$ cat src/design/kpsd_pkg.sv
`timescale 1ns / 1ps

package kpsd_pkg;

  localparam int ROWS_DEF    = 4;
  localparam int COLUMNS_DEF = 4;
  localparam int ROW_LINES_W = 4;
  localparam int HIST_W      = 8;
  localparam int DRIVE_W     = 4;
  localparam int KEY_IDX_W   = 4;
  localparam int KEY_VAL_W   = 4;
  localparam int KEY_CHAR_W  = 7;
  localparam int LEGEND_N    = 4;
  localparam int CFG_DATA_W  = 32;
  localparam int CFG_ADDR_W  = 4;

  localparam logic [HIST_W-1:0] PRESS_MASK_RST      = 8'b1100_0111;
  localparam logic [HIST_W-1:0] PRESS_PATTERN_RST   = 8'b0000_0111;
  localparam logic [HIST_W-1:0] RELEASE_MASK_RST    = 8'b1110_0011;
  localparam logic [HIST_W-1:0] RELEASE_PATTERN_RST = 8'b1110_0000;
  localparam logic [HIST_W-1:0] HIST_FULL           = 8'hFF;
  localparam logic [HIST_W-1:0] HIST_EMPTY          = 8'h00;

  // register indexes
  localparam logic [1:0] REG_PRESS_MASK      = 2'd0;
  localparam logic [1:0] REG_PRESS_PATTERN   = 2'd1;
  localparam logic [1:0] REG_RELEASE_MASK    = 2'd2;
  localparam logic [1:0] REG_RELEASE_PATTERN = 2'd3;

  // commands
  localparam logic CMD_TICK = 1'b0;
  localparam logic CMD_READ = 1'b1;

  localparam logic [KEY_VAL_W-1:0] LEGEND_VALUE [LEGEND_N][LEGEND_N] = '{
    '{4'h1, 4'h2, 4'h3, 4'hA},
    '{4'h4, 4'h5, 4'h6, 4'hB},
    '{4'h7, 4'h8, 4'h9, 4'hC},
    '{4'hF, 4'h0, 4'hE, 4'hD}
  };

  localparam logic [KEY_CHAR_W-1:0] LEGEND_CHAR [LEGEND_N][LEGEND_N] = '{
    '{7'h31, 7'h32, 7'h33, 7'h41},
    '{7'h34, 7'h35, 7'h36, 7'h42},
    '{7'h37, 7'h38, 7'h39, 7'h43},
    '{7'h2A, 7'h30, 7'h23, 7'h44}
  };

  typedef struct packed {
    logic [HIST_W-1:0] press_mask;
    logic [HIST_W-1:0] press_pattern;
    logic [HIST_W-1:0] release_mask;
    logic [HIST_W-1:0] release_pattern;
  } kpsd_cfg_t;

  typedef struct packed {
    logic [DRIVE_W-1:0]    column_drive;
    logic                  key_valid;
    logic [KEY_IDX_W-1:0]  key_index;
    logic [KEY_VAL_W-1:0]  key_value;
    logic [KEY_CHAR_W-1:0] key_char;
  } kpsd_result_t;

endpackage

$ cat src/design/kpsd_cfg_regs.sv
`timescale 1ns / 1ps

module kpsd_cfg_regs
  import kpsd_pkg::*;
(
  input  logic                  clk,
  input  logic                  rst_n,
  input  logic                  cfg_psel,
  input  logic                  cfg_penable,
  input  logic                  cfg_pwrite,
  input  logic [CFG_ADDR_W-1:0] cfg_paddr,
  input  logic [CFG_DATA_W-1:0] cfg_pwdata,
  output logic [CFG_DATA_W-1:0] cfg_prdata,
  output logic                  cfg_pready,
  output kpsd_cfg_t             cfg
);

  kpsd_cfg_t  cfg_r;
  kpsd_cfg_t  cfg_nxt;
  logic       wr_en;
  logic [1:0] reg_idx;
  logic [HIST_W-1:0] rd_val;

  assign cfg_pready = 1'b1;
  assign wr_en      = cfg_psel & cfg_penable & cfg_pwrite & cfg_pready;
  assign reg_idx    = cfg_paddr[3:2];

  always_comb begin
    cfg_nxt = cfg_r;
    if (wr_en) begin
      unique case (reg_idx)
        REG_PRESS_MASK:      cfg_nxt.press_mask      = cfg_pwdata[HIST_W-1:0];
        REG_PRESS_PATTERN:   cfg_nxt.press_pattern   = cfg_pwdata[HIST_W-1:0];
        REG_RELEASE_MASK:    cfg_nxt.release_mask    = cfg_pwdata[HIST_W-1:0];
        REG_RELEASE_PATTERN: cfg_nxt.release_pattern = cfg_pwdata[HIST_W-1:0];
      endcase
    end
  end

  always_comb begin
    unique case (reg_idx)
      REG_PRESS_MASK:      rd_val = cfg_r.press_mask;
      REG_PRESS_PATTERN:   rd_val = cfg_r.press_pattern;
      REG_RELEASE_MASK:    rd_val = cfg_r.release_mask;
      REG_RELEASE_PATTERN: rd_val = cfg_r.release_pattern;
    endcase
  end

  assign cfg_prdata = {{(CFG_DATA_W-HIST_W){1'b0}}, rd_val};
  assign cfg        = cfg_r;

  always_ff @(posedge clk) begin
    if (!rst_n) begin
      cfg_r.press_mask      <= PRESS_MASK_RST;
      cfg_r.press_pattern   <= PRESS_PATTERN_RST;
      cfg_r.release_mask    <= RELEASE_MASK_RST;
      cfg_r.release_pattern <= RELEASE_PATTERN_RST;
    end else begin
      cfg_r <= cfg_nxt;
    end
  end

endmodule

$ cat src/design/kpsd_key_array.sv
`timescale 1ns / 1ps

module kpsd_key_array
  import kpsd_pkg::*;
#(
  parameter int ROWS    = ROWS_DEF,
  parameter int COLUMNS = COLUMNS_DEF
) (
  input  logic                   clk,
  input  logic                   rst_n,
  input  logic                   en,
  input  logic                   command,
  input  logic [ROW_LINES_W-1:0] row_lines,
  input  kpsd_cfg_t              cfg,
  output kpsd_result_t           result
);

  localparam int NKEYS = ROWS * COLUMNS;
  localparam int CW    = $clog2(COLUMNS);

  logic [HIST_W-1:0] hist_r   [NKEYS];
  logic [HIST_W-1:0] hist_nxt [NKEYS];
  logic [NKEYS-1:0]  press_r, press_nxt;
  logic [NKEYS-1:0]  rel_r, rel_nxt;
  logic [CW-1:0]     col_r, col_nxt;
  logic [ROWS-1:0]   hit_row;
  logic [NKEYS-1:0]  both;
  logic [NKEYS-1:0]  sel;
  logic              tick;

  assign tick = (command == CMD_TICK);

  // highest active row among the matrix rows wins; row bits past ROWS are ignored
  always_comb begin
    hit_row = '0;
    for (int r = 0; r < ROWS; r++) begin
      if (((row_lines >> r) & ROW_LINES_W'(1)) != '0) begin
        hit_row    = '0;
        hit_row[r] = 1'b1;
      end
    end
  end

  // first completed key in row-major order, isolated as a one-hot
  assign both = press_r & rel_r;
  assign sel  = both & (~both + NKEYS'(1));

  always_comb begin
    logic [HIST_W-1:0] h;
    logic              pm, rm;
    h         = '0;
    pm        = 1'b0;
    rm        = 1'b0;
    press_nxt = press_r;
    rel_nxt   = rel_r;
    for (int k = 0; k < NKEYS; k++) hist_nxt[k] = hist_r[k];
    if (tick) begin
      for (int r = 0; r < ROWS; r++) begin
        for (int c = 0; c < COLUMNS; c++) begin
          h = hist_r[r*COLUMNS+c];
          if (CW'(c) == col_r) h = {h[HIST_W-2:0], hit_row[r]};
          pm = (h & cfg.press_mask) == cfg.press_pattern;
          if (pm) h = HIST_FULL;
          rm = (h & cfg.release_mask) == cfg.release_pattern;
          if (rm) h = HIST_EMPTY;
          hist_nxt[r*COLUMNS+c]  = h;
          press_nxt[r*COLUMNS+c] = press_r[r*COLUMNS+c] | pm;
          rel_nxt[r*COLUMNS+c]   = rel_r[r*COLUMNS+c] | rm;
        end
      end
    end else begin
      // drop both flags of the key handed out
      press_nxt = press_r & ~sel;
      rel_nxt   = rel_r & ~sel;
    end
  end

  assign col_nxt = !tick ? col_r :
                   (col_r == CW'(COLUMNS - 1)) ? '0 : col_r + CW'(1);

  always_comb begin
    result = '0;
    for (int i = 0; i < DRIVE_W; i++) begin
      result.column_drive[i] = (int'(col_nxt) == i);
    end
    if (!tick) begin
      result.key_valid = |both;
      for (int r = 0; r < ROWS; r++) begin
        for (int c = 0; c < COLUMNS; c++) begin
          if (sel[r*COLUMNS+c]) begin
            result.key_index = result.key_index | KEY_IDX_W'(r*COLUMNS+c);
            if (r < LEGEND_N && c < LEGEND_N) begin
              result.key_value = result.key_value |
                                 LEGEND_VALUE[r % LEGEND_N][c % LEGEND_N];
              result.key_char  = result.key_char |
                                 LEGEND_CHAR[r % LEGEND_N][c % LEGEND_N];
            end
          end
        end
      end
    end
  end

  always_ff @(posedge clk) begin
    if (!rst_n) begin
      for (int k = 0; k < NKEYS; k++) hist_r[k] <= HIST_EMPTY;
      press_r <= '0;
      rel_r   <= '0;
      col_r   <= '0;
    end else if (en) begin
      for (int k = 0; k < NKEYS; k++) hist_r[k] <= hist_nxt[k];
      press_r <= press_nxt;
      rel_r   <= rel_nxt;
      col_r   <= col_nxt;
    end
  end

endmodule

$ cat src/design/keypad_scan_debounce.sv
`timescale 1ns / 1ps
// Throughput: one request per cycle unless out_stall holds the result register;
// a request is held in the input register and resolved in one pass into the
// result register, which drives the out_ ports.
// Reset (rst_n low, synchronous): histories and flags clear, column counter at 0,
// configuration registers return to their default masks and patterns.

module keypad_scan_debounce
  import kpsd_pkg::*;
#(
  parameter int ROWS    = ROWS_DEF,
  parameter int COLUMNS = COLUMNS_DEF
) (
  input  logic                   clk,
  input  logic                   rst_n,
  input  logic                   in_valid,
  output logic                   in_stall,
  input  logic                   in_command,
  input  logic [ROW_LINES_W-1:0] in_row_lines,
  output logic                   out_valid,
  input  logic                   out_stall,
  output logic [DRIVE_W-1:0]     out_column_drive,
  output logic                   out_key_valid,
  output logic [KEY_IDX_W-1:0]   out_key_index,
  output logic [KEY_VAL_W-1:0]   out_key_value,
  output logic [KEY_CHAR_W-1:0]  out_key_char,
  input  logic                   cfg_psel,
  input  logic                   cfg_penable,
  input  logic                   cfg_pwrite,
  input  logic [CFG_ADDR_W-1:0]  cfg_paddr,
  input  logic [CFG_DATA_W-1:0]  cfg_pwdata,
  output logic [CFG_DATA_W-1:0]  cfg_prdata,
  output logic                   cfg_pready
);

  kpsd_cfg_t    cfg;
  kpsd_result_t res;
  kpsd_result_t res_r;

  logic                   s1_valid_r, s1_valid_nxt;
  logic                   s1_cmd_r;
  logic [ROW_LINES_W-1:0] s1_rows_r;
  logic                   out_valid_r, out_valid_nxt;
  logic                   advance;
  logic                   in_take;

  kpsd_cfg_regs u_cfg (
    .clk         (clk),
    .rst_n       (rst_n),
    .cfg_psel    (cfg_psel),
    .cfg_penable (cfg_penable),
    .cfg_pwrite  (cfg_pwrite),
    .cfg_paddr   (cfg_paddr),
    .cfg_pwdata  (cfg_pwdata),
    .cfg_prdata  (cfg_prdata),
    .cfg_pready  (cfg_pready),
    .cfg         (cfg)
  );

  kpsd_key_array #(
    .ROWS    (ROWS),
    .COLUMNS (COLUMNS)
  ) u_keys (
    .clk       (clk),
    .rst_n     (rst_n),
    .en        (advance),
    .command   (s1_cmd_r),
    .row_lines (s1_rows_r),
    .cfg       (cfg),
    .result    (res)
  );

  // move the held request on when the result register frees up
  assign advance       = s1_valid_r & (~out_valid_r | ~out_stall);
  assign in_stall      = s1_valid_r & ~advance;
  assign in_take       = in_valid & ~in_stall;
  assign s1_valid_nxt  = in_take | (s1_valid_r & ~advance);
  assign out_valid_nxt = advance | (out_valid_r & out_stall);

  always_ff @(posedge clk) begin
    if (!rst_n) begin
      s1_valid_r  <= 1'b0;
      out_valid_r <= 1'b0;
    end else begin
      s1_valid_r  <= s1_valid_nxt;
      out_valid_r <= out_valid_nxt;
    end
  end

  always_ff @(posedge clk) begin
    if (in_take) begin
      s1_cmd_r  <= in_command;
      s1_rows_r <= in_row_lines;
    end
    if (advance) res_r <= res;
  end

  assign out_valid        = out_valid_r;
  assign out_column_drive = res_r.column_drive;
  assign out_key_valid    = res_r.key_valid;
  assign out_key_index    = res_r.key_index;
  assign out_key_value    = res_r.key_value;
  assign out_key_char     = res_r.key_char;

  a_stall_only_when_full: assert property (@(posedge clk) disable iff (!rst_n)
    in_stall |-> s1_valid_r)
    else $error("input stalled with an empty request register");

  a_advance_fills_out: assert property (@(posedge clk) disable iff (!rst_n)
    (s1_valid_r && !(out_valid_r && out_stall)) |=> out_valid_r)
    else $error("held request did not reach the result register");

  a_drive_onehot: assert property (@(posedge clk) disable iff (!rst_n)
    out_valid_r |-> $onehot0(out_column_drive))
    else $error("column drive not one-hot");

  a_no_key_fields: assert property (@(posedge clk) disable iff (!rst_n)
    (out_valid_r && !out_key_valid) |->
      (out_key_index == '0 && out_key_value == '0 && out_key_char == '0))
    else $error("key fields set without a key event");

endmodule
$ cat config.mk
export PLATFORM = sky130hd
export DESIGN_NAME = keypad_scan_debounce
export DESIGN_NICKNAME = d
export VERILOG_FILES = /design/src/design/kpsd_pkg.sv /design/src/design/kpsd_cfg_regs.sv /design/src/design/kpsd_key_array.sv /design/src/design/keypad_scan_debounce.sv
export SDC_FILE = /design/constraint.sdc
export NUM_CORES = 1
export LEC_CHECK = 0
export BUFFER_PORTS_ARGS = -buffer_cell sky130_fd_sc_hd__buf_2
export CELL_PAD_IN_SITES_DETAIL_PLACEMENT = 0
export CELL_PAD_IN_SITES_GLOBAL_PLACEMENT = 1
export CORE_ASPECT_RATIO = 1.4
export CORE_MARGIN = 8
export CORE_UTILIZATION = 48
export CTS_CLUSTER_SIZE = 30
export DETAILED_ROUTE_END_ITERATION = 10
export GPL_TIMING_DRIVEN = 0
export HOLD_SLACK_MARGIN = 0.06
export PLACE_DENSITY = 0.85
export REMOVE_ABC_BUFFERS = 1
export SLEW_MARGIN = 20
export SYNTH_ARGS = -nofsm -noshare
export SYNTH_HDL_FRONTEND = slang
export SYNTH_HIERARCHICAL = 1
export SYNTH_SLANG_ARGS = --single-unit
$ cat constraint.sdc
create_clock -name clk -period 5.9 [get_ports clk]
set_clock_uncertainty 0.15 [all_clocks]
set_input_delay 0.295 -clock clk [delete_from_list [all_inputs] [get_ports clk]]
set_output_delay 0.295 -clock clk [all_outputs]
set_load 0.005 [all_outputs]
# Yosys cells after proc, flatten, opt, wreduce, memory -nomap -nowiden
# Memories as Yosys holds them, arrays and structs flattened.
# Index checks and enable logic that the tools add are counted.
[totals]
mem_count = 1
mem_bits_rw = 128
reg_bits = 93
input_bits = 48
out_inout_bits = 55
[op_classes]
n_eq_ne = 42
mux = 126
addsub = 2
reduce_logical = 8
bitwise = 99
[memory_table]
columns = ["name", "words", "width", "rd", "rd_ports_with_merged_regs", "wr", "line_no", "rtl"]
rows = [
  ["u_keys.hist_r", 16, 8, 16, 0, 16, "kpsd_key_array.sv:21", "logic [HIST_W-1:0] hist_r [NKEYS];"],
]
[ops]
columns = ["operator", "n"]
rows = [
  ["$mux 8", 97],
  ["$and 8x8->8", 32],
  ["$eq 8x8->1", 32],
  ["$mux 128", 1],
  ["$mux 15", 8],
  ["$and 16x16->16", 4],
  ["$mux 14", 4],
  ["$or 1x1->1", 51],
  ["$mux 16", 2],
  ["$not 16->16", 2],
  ["$pmux 8 s4", 1],
  ["$mux 13", 2],
  ["$add 16x1->16 const B", 1],
  ["$reduce_or 16->1", 1],
  ["$mux 12", 1],
  ["$mux 4", 3],
  ["$eq 2x2->1 const B", 5],
  ["$reduce_and 2->1", 4],
  ["$and 1x1->1", 6],
  ["$logic_not 2->1", 3],
  ["$mux 1", 5],
  ["$eq 2x1->1 const B", 2],
  ["$eq 2x2->1 const A", 2],
  ["$mux 2", 2],
  ["other kinds (3)", 6],
]

# Depth between registers and ports, before layout
# Gate-level depths: netlist of the first run.
[depth]
word_depth = 20
depth_mapped = 14
mapped_depth_nobuf = 9

# Cells and area by module
# Netlist of the first run, hierarchy kept.
[by_module_without_submodules]
columns = ["mod", "area_each_um2", "n_inst", "cells_each", "seq_area_each_um2"]
rows = [
  ["kpsd_key_array", 13351.6, 1, 1541, 4524.3],
  ["kpsd_cfg_regs", 1690.4, 1, 170, 640.6],
  ["keypad_scan_debounce", 834.6, 1, 33, 790.8],
]

# Worst setup path after synthesis of the first run
# OpenSTA, ideal clock, no wires.
[synth_path]
path_kind = "reg-to-reg"
startpoint = "register s1_valid_r"
endpoint = "memory u_keys.hist_r[0][0] (enable)"
stages_incl_launch_ff = 4
slack_ns = 0.910
t_arrival_ns = 4.400
path_buffers = 0
required_time_ns = 5.310
path_cell_list = "dfxtp_1 > a21boi_0 > nand2_1 > nand2_1"
[synth_lines]
columns = ["element", "line_no", "rtl"]
rows = [
  ["start: declaration", "keypad_scan_debounce.sv:40", "logic s1_valid_r, s1_valid_nxt;"],
  ["start signal: assignment", "keypad_scan_debounce.sv:85", "s1_valid_r <= s1_valid_nxt;"],
  ["end: declaration", "kpsd_key_array.sv:21", ""],
]

==> results.toml, run 1 <==
[die]
die_w_um = 170
ios = 103
initial_core_util = 0.482
coreArea_sq_um = 32900
die_h_um = 231
die_area_sq_um = 39200
row_count = 79

[final_layout]
area_growth_pct = 8.65
num-fill-cells = 3052
fin_cells = 2189
fin_nets = 1777
final_area_sq_um = 17200
layout_commonest_cell = "nand2_1"
final_util = 0.524
drive_gt1_frac = 0.130
layout_common_cells = "246 x nand2_1, 153 x edfxtp_1, 103 x o21ai_0"

[timing]
finalMaxSlewViolations = 0
tns_ps = 0
slew_headroom = 0.191
final.period_utilization = 0.794
rsz0062_at_grt = "false"
max_freq_mhz = 214
final-hold-violation-count = 0
finalSetupViolations = 0
tightest_slew_ps = 1210
fin_crit_ps = 4680

[flow_run]
drv_cap = 0

[global_route]
grt_pass1_wl_um = 81500
track_usage = 0.269
antenna_found_initial = 0
grt_overflow = 0
grt_pass1_vias = 13900
grt_max_degree = 70

[yosys]
synthXorXnorAreaFrac = 0.0694
synth_compound_gate_area_share = 0.173
synth.avg_cell_area_sq_um = 9.10
yosys.area_share.adder = 0.00315
yosysWarnings = 6
syn_inst = 1744
synth_top_family_by_area = "simple AND/OR/NAND/NOR gates"
async_flop_share = 0
synth-seq-area-share = 0.375
yosysTopAreaCellShare = 0.289
synth-seq-cells = 221
synth_area_leader_cell = "edfxtp_1"
ys.flop_type = "edfxtp_1"
yosys.area_share.simple = 0.193
ys_types = 89
syn_area_sq_um = 15900
yosys-top-cells-area = "edfxtp_1 29%, dfxtp_1 8.6%, mux2i_1 6.0%"
synthMuxAreaShare = 0.127
synth_edf_count = 153

[placement]
dp.cells = 2126
io_buffers = 51
gp_congestion = 0.936
placed_area_sq_um = 16300
post-dp-hpwl_um = 35600

[hold_path]
min_path_cells = 4
hp-start = "cfg_penable"
holdPathEnd = "u_cfg/cfg[31]"
worstHoldPathType = "in2reg"

[detailed_routing]
route.detailed.drc = 0
dr.pass1.iters = 6
drt-vias-per-instance = 6.60
routed_wl_um = 54600
post_drt_wl_per_cell_um = 24.9
ant_nets = 0
drt_iter0_drc = 1685
vias = 14500

[setup_path]
crit_path_start_kind = "flop"
cpMostUsedCell = "nand2_1"
cp_slowest_cell = "dfxtp_1"
cp_top_family = "compound AO/OA/AOI/OAI gates"
critPathArrivalTime_ps = 4880
r2r-start = "u_cfg/cfg[7]"
r2r-end = "u_keys/hist_r[0][21]"
ff2ff_setup_slack_ps = 1220
path_buf_inv = 1
cp_max_fo = 17
end_kind = "flop"
setup.worst_path.class = "reg2reg"
worstPathRequired_ps = 6100
rr_worst_depth = 7
slowest_delay_ps = 1010
crit_chain = "inv_1 > o2111a_1 > nand2_1 > nor2_1 > a21oi_1 > nand2_1 > o31ai_1"

[power_and_ir_drop]
ir_worst_vdd_mv = 0.215
cellPowerDensity_nw_per_um2 = 226
p_leak_uw = 0.00612
power.total_uw = 3900

[clock_network]
clock_latency_ps = 540
clkSinkCount = 221
cts-buffers-inserted = 24
cts-root-buf = "clkbuf_16"
cts_tree = "done"
cts_max_level = 1
ctsResizeCount = 0
cts.path.max_buffers = 3
clkTransAtPathRegs_ps = 60

[run_status]
status = "finished, final reports clean"
-- registers in the layout, indices dropped and copies added, names as in the netlist --
register / flops
u_keys/rel_r: 16
u_keys/col_r: 2
out_key_value: 4
out_key_char: 7
out_key_valid: 1
s1_cmd_r: 1
u_cfg/cfg: 32
s1_valid_r: 1
out_column_drive: 4
out_key_index: 4
u_keys/press_r: 16
out_valid: 1
s1_rows_r: 4
u_keys/hist_r: 128
-- worst min-delay path, stage by stage --
cell and delay (ps):
buf_2 110, nand3_1 140, nor3_1 100, mux2i_1 120
-- worst max-delay path by stage --
stage,slack (ps),endpoint,depth (start not counted),startpoint
floorplan,380,u_keys/hist_r[0][0],3,s1_valid_r
global placement,-2880,u_keys/hist_r[0][18],6,out_stall
detailed placement,1430,u_keys/rel_r[10],7,u_cfg/cfg[6]
CTS,1410,u_keys/rel_r[10],7,u_cfg/cfg[6]
global route,1260,u_keys/rel_r[6],7,u_cfg/cfg[6]
finish,1220,u_keys/hist_r[0][21],7,u_cfg/cfg[7]
-- routing by layer --
layer | routed length (um) | track usage | part of all wire | vias to the layer above
li1 | - | - | - | 6358
met2 | 25800 | 0.451 | 0.47 | 921
met3 | 5610 | 0.0523 | 0.10 | 237
met4 | 3380 | 0.158 | 0.062 | 0
met5 | 0 | 0 | 0 | -
met1 | 19800 | 0.316 | 0.36 | 6936
-- timing repair --
action,CTS,global route
hold endpoints to repair,52,0
hold buffers,18,0
setup buffers,0,0
-- area by class of cell --
cell class                      instances  area, sq um  share of cell area
Multi-Input combinational cell       1369         9150               0.531
Sequential cell                       221         5970               0.346
Clock buffer                           41          761              0.0441
Timing Repair Buffer                   81          687              0.0398
Tap cell                              445          557              0.0323
Inverter                               28          105             0.00609
Clock inverter                          3         15.0            0.000870
Antenna cell                            1         2.50            0.000145
-- logic make-up (layout without fill, tap and decap cells) --
family | Yosys count | count (layout)
adders and majority gates | 4 | 4
buffers and inverters | 177 | 153
muxes | 176 | 176
xor gates and xnor gates | 125 | 125
AOI/OAI and AO/OA | 415 | 415
and+or+nand+nor | 624 | 624
DFF | 221 | 221
other | 2 | 26
-- through the flow --
step	setup WS [ps]	hold slack [ps]
5_1_grt	1260	140
3_3_place_gp	-2880	309
6_report	1220	125
3_5_place_dp	1430	326
2_1_floorplan	380	234
4_1_cts	1410	84.2
-- cell usage after synthesis, types with 5 or more instances --
library cell  number
a2111oi_0          6
a211oi_1           5
a21oi_1           53
a221oi_1          12
a22oi_1           26
a31oi_1           10
and2_1             5
and3_1             6
buf_1              6
buf_2             30
buf_4             31
buf_6             14
clkbuf_1          66
dfxtp_1           68
edfxtp_1         153
inv_1             26
mux2_2            59
mux2_4             7
mux2i_1           95
mux4_2             6
nand2_1          249
nand2b_1          47
nand3_1           46
nand4_1           25
nor2_1            98
nor2b_1           50
nor3_1            22
nor3b_1            8
nor4_1            21
o2111ai_1          6
o211ai_1          14
o21ai_0          103
o221ai_1           9
o22ai_1           73
o31ai_1           56
or2_1              6
or3_1             16
xnor2_1           79
xor2_1            45
-- power by group --
part	total, uW	internal (uW)	leakage [uW]	switching [uW]
Combinational	564	225	0.00360	339
Sequential	1830	1750	0.00213	84.8
Clock	1510	872	0.000389	634
(Power assumes the default switching activity.)
==> run 2: changes to the inputs <==
CORE_UTILIZATION = 43   (was 48)
PLACE_DENSITY = 0.81   (was 0.85)
clock period = 4.1 ns   (was 5.9 ns; I/O delays follow)
==> run 2 against run 1 <==
  * The run now ends with negative setup slack left
  * Cell count is 1.3% higher
  * Flip-flop and latch count is the same
  * Utilization decreased by 4.8 points
  * Critical endpoint is now u_keys/hist_r[1][47]
  * Largest power group unchanged
==> results.toml, run 2 (synthesis results as in run 1) <==
[run_status]
status = "finished with violations"
violations = "negative setup slack"

[placement]
io_buffers = 51
post-dp-hpwl_um = 35900
dp.cells = 2147
gp_congestion = 0.904

[setup_path]
cp_slowest_cell = "nor4_1"
crit_path_start_kind = "flop"
setup.worst_path.class = "reg2reg"
cp_top_family = "simple AND/OR/NAND/NOR gates"
end_kind = "flop"
crit_start = "u_cfg/cfg[7]"
cp_max_fo = 17
slowest_delay_ps = 840
critPathArrivalTime_ps = 4280
crit_chain = "inv_1 > o2111a_1 > and2_1 > nand4_1 > nor4_1 > nand2b_1 > o21ai_0"
worstPathRequired_ps = 4200
r2r-start = "u_cfg/cfg[7]"
path_buf_inv = 1

[clock_network]
clkSinkCount = 221
cts-buffers-inserted = 25
cts-root-buf = "clkbuf_16"
cts.path.max_buffers = 3
cts_tree = "done"
cts_max_level = 1
clkTransAtPathRegs_ps = 60
clock_latency_ps = 550

[global_route]
grt_overflow = 0
antenna_found_initial = 0
grt_pass1_wl_um = 83600
grt_max_degree = 73
grt_pass1_vias = 13800
track_usage = 0.250

[final_layout]
num-fill-cells = 3462
antenna_cells = 0
layout_common_cells = "246 x nand2_1, 153 x edfxtp_1, 103 x o21ai_0"
fin_nets = 1785
drive_gt1_frac = 0.131
final_util = 0.476
largest-register = "u_keys/hist_r"
multi_input_area_sq_um = 9170
largest_register_ffs = 128
fin_cells = 2218
area_growth_pct = 9.55
regArea_sq_um = 5970
layout_commonest_cell = "nand2_1"

[die]
coreArea_sq_um = 36600
ios = 103
row_count = 83
initial_core_util = 0.434
die_w_um = 178
die_h_um = 243
die_area_sq_um = 43400

[detailed_routing]
routed_wl_um = 56200
post_drt_wl_per_cell_um = 25.3
ant_nets = 0
drt-vias-per-instance = 6.55
drt_iter0_drc = 1811
route.detailed.drc = 0
dr.pass1.iters = 10
vias = 14500

[hold_path]
hp-start = "cfg_psel"
worstHoldPathType = "in2reg"

[timing]
finalMaxSlewViolations = 0
tightest_slew_ps = 1250
final.period_utilization = 1.02
finalSetupViolations = 16
fin_crit_ps = 4170
slew_headroom = 0.165
max_freq_mhz = 240
hold_ws_ps = 74.9
layout_setup_ws_ps = -72.8
final-hold-violation-count = 0
rsz0062_at_grt = "false"

[power_and_ir_drop]
p_leak_uw = 0.00614
ir_worst_vdd_mv = 0.235
cellPowerDensity_nw_per_um2 = 330

[flow_run]
drv_cap = 0
-- run 2: cell types whose count changed in the layout (fill, tap and decap cells not counted), moves of 3 or more --
cell / previous run / this run
clkbuf_2: 3 / 0
clkbuf_8: 5 / 1
dlygate4sd3_1: 18 / 24
clkinv_1: 1 / 7
bufinv_16: 0 / 3
-- run 2: routing by layer --
layer | part of all wire | up-vias | track usage
met5 | 0 | - | 0
met4 | 0.058 | 0 | 0.134
met3 | 0.11 | 197 | 0.0416
met2 | 0.46 | 955 | 0.407
met1 | 0.37 | 6989 | 0.309
li1 | - | 6377 | -
-- run 2: metrics by stage --
step           total power (uW)  setup WS (ps)  TNS (ps)  area [sq um]
2_1_floorplan              3190          -1420   -240320         15100
6_report                   5750          -72.8      -581         17400
4_1_cts                    5760            144         0         17400
5_1_grt                    5930           45.1         0         17400
3_3_place_gp               3440          -4550   -920710         16000
3_5_place_dp               3460           -423    -23270         16300
-- run 2: power by group --
group | leakage, uW | switching [uW] | internal [uW]
Clock | 0.000392 | 964 | 1320
Combinational | 0.00361 | 494 | 327
Sequential | 0.00213 | 121 | 2520
-- run 2: area by class of cell --
class                      instances  share of cell area
clock buffer                      31              0.0378
clock inverter                    14             0.00834
inverter                          28             0.00626
multi-input combinational       1369               0.527
sequential                       221               0.343
tap                              467              0.0336
timing repair buffer              87              0.0429
timing repair inverter             1            0.000288
-- run 2: what timing repair did --
action	4_1_cts	5_1_grt
setup buffers	1	0
resized for setup	4	0
hold buffers	24	0
endpoints found under the setup margin	96	0
hold endpoints to repair	66	0
-- run 2: tightest hold or removal path, delay by kind of cell --
| kind | cells | cell delay [ps] |
|---|---|---|
| AND/OR/NAND/NOR | 2 | 280 |
| multiplexers | 1 | 130 |
| buffers and inverters | 1 | 110 |
-- run 2: path summary, 6_finish.rpt --
path                          end  slack [ps]  cells past startpoint
max          u_keys/hist_r[1][47]         -70                      7
min                 u_cfg/cfg[11]          70                      4
max reg2reg  u_keys/hist_r[1][47]         -70                      7
min reg2reg      u_keys/rel_r[10]         330                      2
==> run 3: changes to the inputs <==
ABC_AREA = 1   (was not set)
CORE_UTILIZATION = 40   (was 43)
PLACE_DENSITY = 0.82   (was 0.81)
==> run 3 against run 2 <==
  * The run now ends clean
  * Clock power up 12%
  * First-iteration DRC count shrank 1.3%
  * Area after synthesis grew 11%
  * Sequential power barely moved
  * Non-clock buffer count is 6 higher
  * Flip-flop and latch count is the same
  * Fmax is 6.5% higher
  * Synthesized cell count up 66%
  * Global-route usage fell by 0.20 points
  * Die area up 17%
  * Sequential share of layout area is 3.5 points lower
==> results.toml, run 3 <==
[run_status]
status = "finished, final reports clean"

[timing]
final-hold-violation-count = 0
layout_setup_ws_ps = 183
finalMaxSlewViolations = 0
rsz0062_at_grt = "true"
final.period_utilization = 0.955
tightest_slew_ps = 1280
max_freq_mhz = 255
finalSetupViolations = 0
fin_crit_ps = 3920
tns_ps = 0
slew_headroom = 0.143

[clock_network]
cts-buffers-inserted = 26
clock_latency_ps = 570
clkSinkCount = 221
clkTransAtPathRegs_ps = 60
cts.path.max_buffers = 3
cts_tree = "done"
cts-root-buf = "clkbuf_16"
cts_max_level = 1

[placement]
dp.cells = 3378
post-dp-hpwl_um = 42100
gp_congestion = 0.866
place_ws_ps = -216
io_buffers = 51

[global_route]
grt_pass1_vias = 17300
grt_overflow = 0
grt_pass1_wl_um = 96700
antenna_found_initial = 0
track_usage = 0.248
grt_max_degree = 66

[die]
die_w_um = 193
die_area_sq_um = 51000
ios = 103
coreArea_sq_um = 43700
initial_core_util = 0.402
row_count = 91
die_h_um = 264

[detailed_routing]
ant_nets = 0
route.detailed.drc = 0
routed_wl_um = 64300
vias = 18600
drt_iter0_drc = 1787
drt-vias-per-instance = 5.39
post_drt_wl_per_cell_um = 18.6
dr.pass1.iters = 6

[power_and_ir_drop]
p_comb_frac = 0.186
ir_worst_vdd_mv = 0.273
switching_share = 0.310
cellPowerDensity_nw_per_um2 = 330
p_clk_frac = 0.402
pwr-share-seq = 0.412
power.total_uw = 6410
p_leak_uw = 0.00958
p_sw_uw = 1990
p_int_uw = 4420

[yosys]
netlist_top_cells_count = "1169 x nand2_1, 403 x inv_1, 315 x nand3_1"
yosysTopAreaCellShare = 0.262
syn_inst = 2902
yosysWarnings = 6
synth.avg_cell_area_sq_um = 6.05
syn_area_sq_um = 17600
async_flop_share = 0
synth-seq-area-share = 0.339
synth_area_leader_cell = "edfxtp_1"
synth-seq-cells = 221
ys.flop_type = "edfxtp_1"
synth.most_common_cell = "nand2_1"
yosys-top-cells-area = "edfxtp_1 26%, nand2_1 25%, nand3_1 9.0%"
ys_types = 39
synth_edf_count = 153

[flow_run]
drv_cap = 0

[final_layout]
fin_nets = 2924
largest-register = "u_keys/hist_r"
largest_register_ffs = 128
antenna_cells = 0
fin_cells = 3450
area_growth_pct = 10.6
drive_gt1_frac = 0.0730
layout_common_cells = "1166 x nand2_1, 401 x inv_1, 315 x nand3_1"
layout_commonest_cell = "nand2_1"
final_util = 0.444
num-fill-cells = 4645

[setup_path]
crit_path_start_kind = "flop"
worstPathRequired_ps = 4250
critPathArrivalTime_ps = 4070
setup.worst_path.class = "reg2reg"
end_kind = "flop"
cp_max_fo = 42

[hold_path]
worstHoldPathType = "in2reg"
run 3: per-stage QoR:
stage / instance area, sq um / hold slack, ps
after global placement: 17700 / 232
after detailed placement: 18200 / 233
after floorplan: 16700 / 140
after global routing: 19400 / 93.8
after CTS: 19400 / 62.5
final: 19400 / 71.3
run 3: what timing repair did:
action / CTS / global route
setup buffers: 0 / 4
hold buffers: 20 / 0
endpoints found under the hold margin: 49 / 0
pin swaps: 0 / 0
resized for setup: 1 / 7
endpoints found under the setup margin: 39 / 59
run 3: layout make-up:
cell class / count / area [sq um] / area share
Clock buffer: 36 / 813 / 0.0419
Clock inverter: 12 / 134 / 0.00689
Inverter: 411 / 1550 / 0.0798
Multi-Input combinational cell: 2119 / 9300 / 0.479
Sequential cell: 221 / 5990 / 0.308
Tap cell: 558 / 698 / 0.0359
Timing Repair Buffer: 93 / 937 / 0.0482
run 3: power by group through the flow:
stage | Combinational (uW) | Sequential (uW) | Clock [uW]
after floorplan | 818 | 2640 | 0
after global placement | 1070 | 2700 | 0
after detailed placement | 1140 | 2690 | 0
after CTS | 1160 | 2640 | 2620
after global routing | 1360 | 2650 | 2700
final | 1190 | 2640 | 2570
run 3: cell families after synthesis:
group,after synthesis,share of synthesized area
and+or+nand+nor,1789,0.421
buffers and inverters,585,0.141
AOI/OAI and AO/OA,268,0.0794
DFF,221,0.339
xor gates and xnor gates,33,0.0165
adders and majority gates,4,0.00285
other,2,0.000428
run 3: layer usage:
layer / vias up / track usage / share of wire
li1: 8972 / - / -
met1: 8574 / 0.308 / 0.39
met2: 843 / 0.414 / 0.46
met3: 190 / 0.0311 / 0.092
met4: 0 / 0.123 / 0.052
met5: - / 0 / 0
run 3: final timing paths:
path	startpoint	end	slack [ps]	cells past startpoint
max	u_keys/col_r[1]	u_keys/hist_r[0][12]	180	20
min	cfg_pwrite	u_cfg/cfg[1]	70	6
max reg2reg	u_keys/col_r[1]	u_keys/hist_r[0][12]	180	20
min reg2reg	u_keys/press_r[8]	u_keys/press_r[8]	310	2
run 3: worst max-delay path, stage by stage, from the launching register on:
cell     delay [ps]
dfxtp_1         370
inv_1           180
ha_2            510
buf_12          270
inv_2           180
nand2_1         120
nand2_1          80
nand2_1          60
nand2_1          50
nand2_1          90
nand3_1         110
nor2_1          180
nand3_2         220
nand3_1         190
nand2_1          80
nand2_1          90
nand3_1         110
nor2_1          100
nand2_1         190
nand2_2         220
nor2_1           70
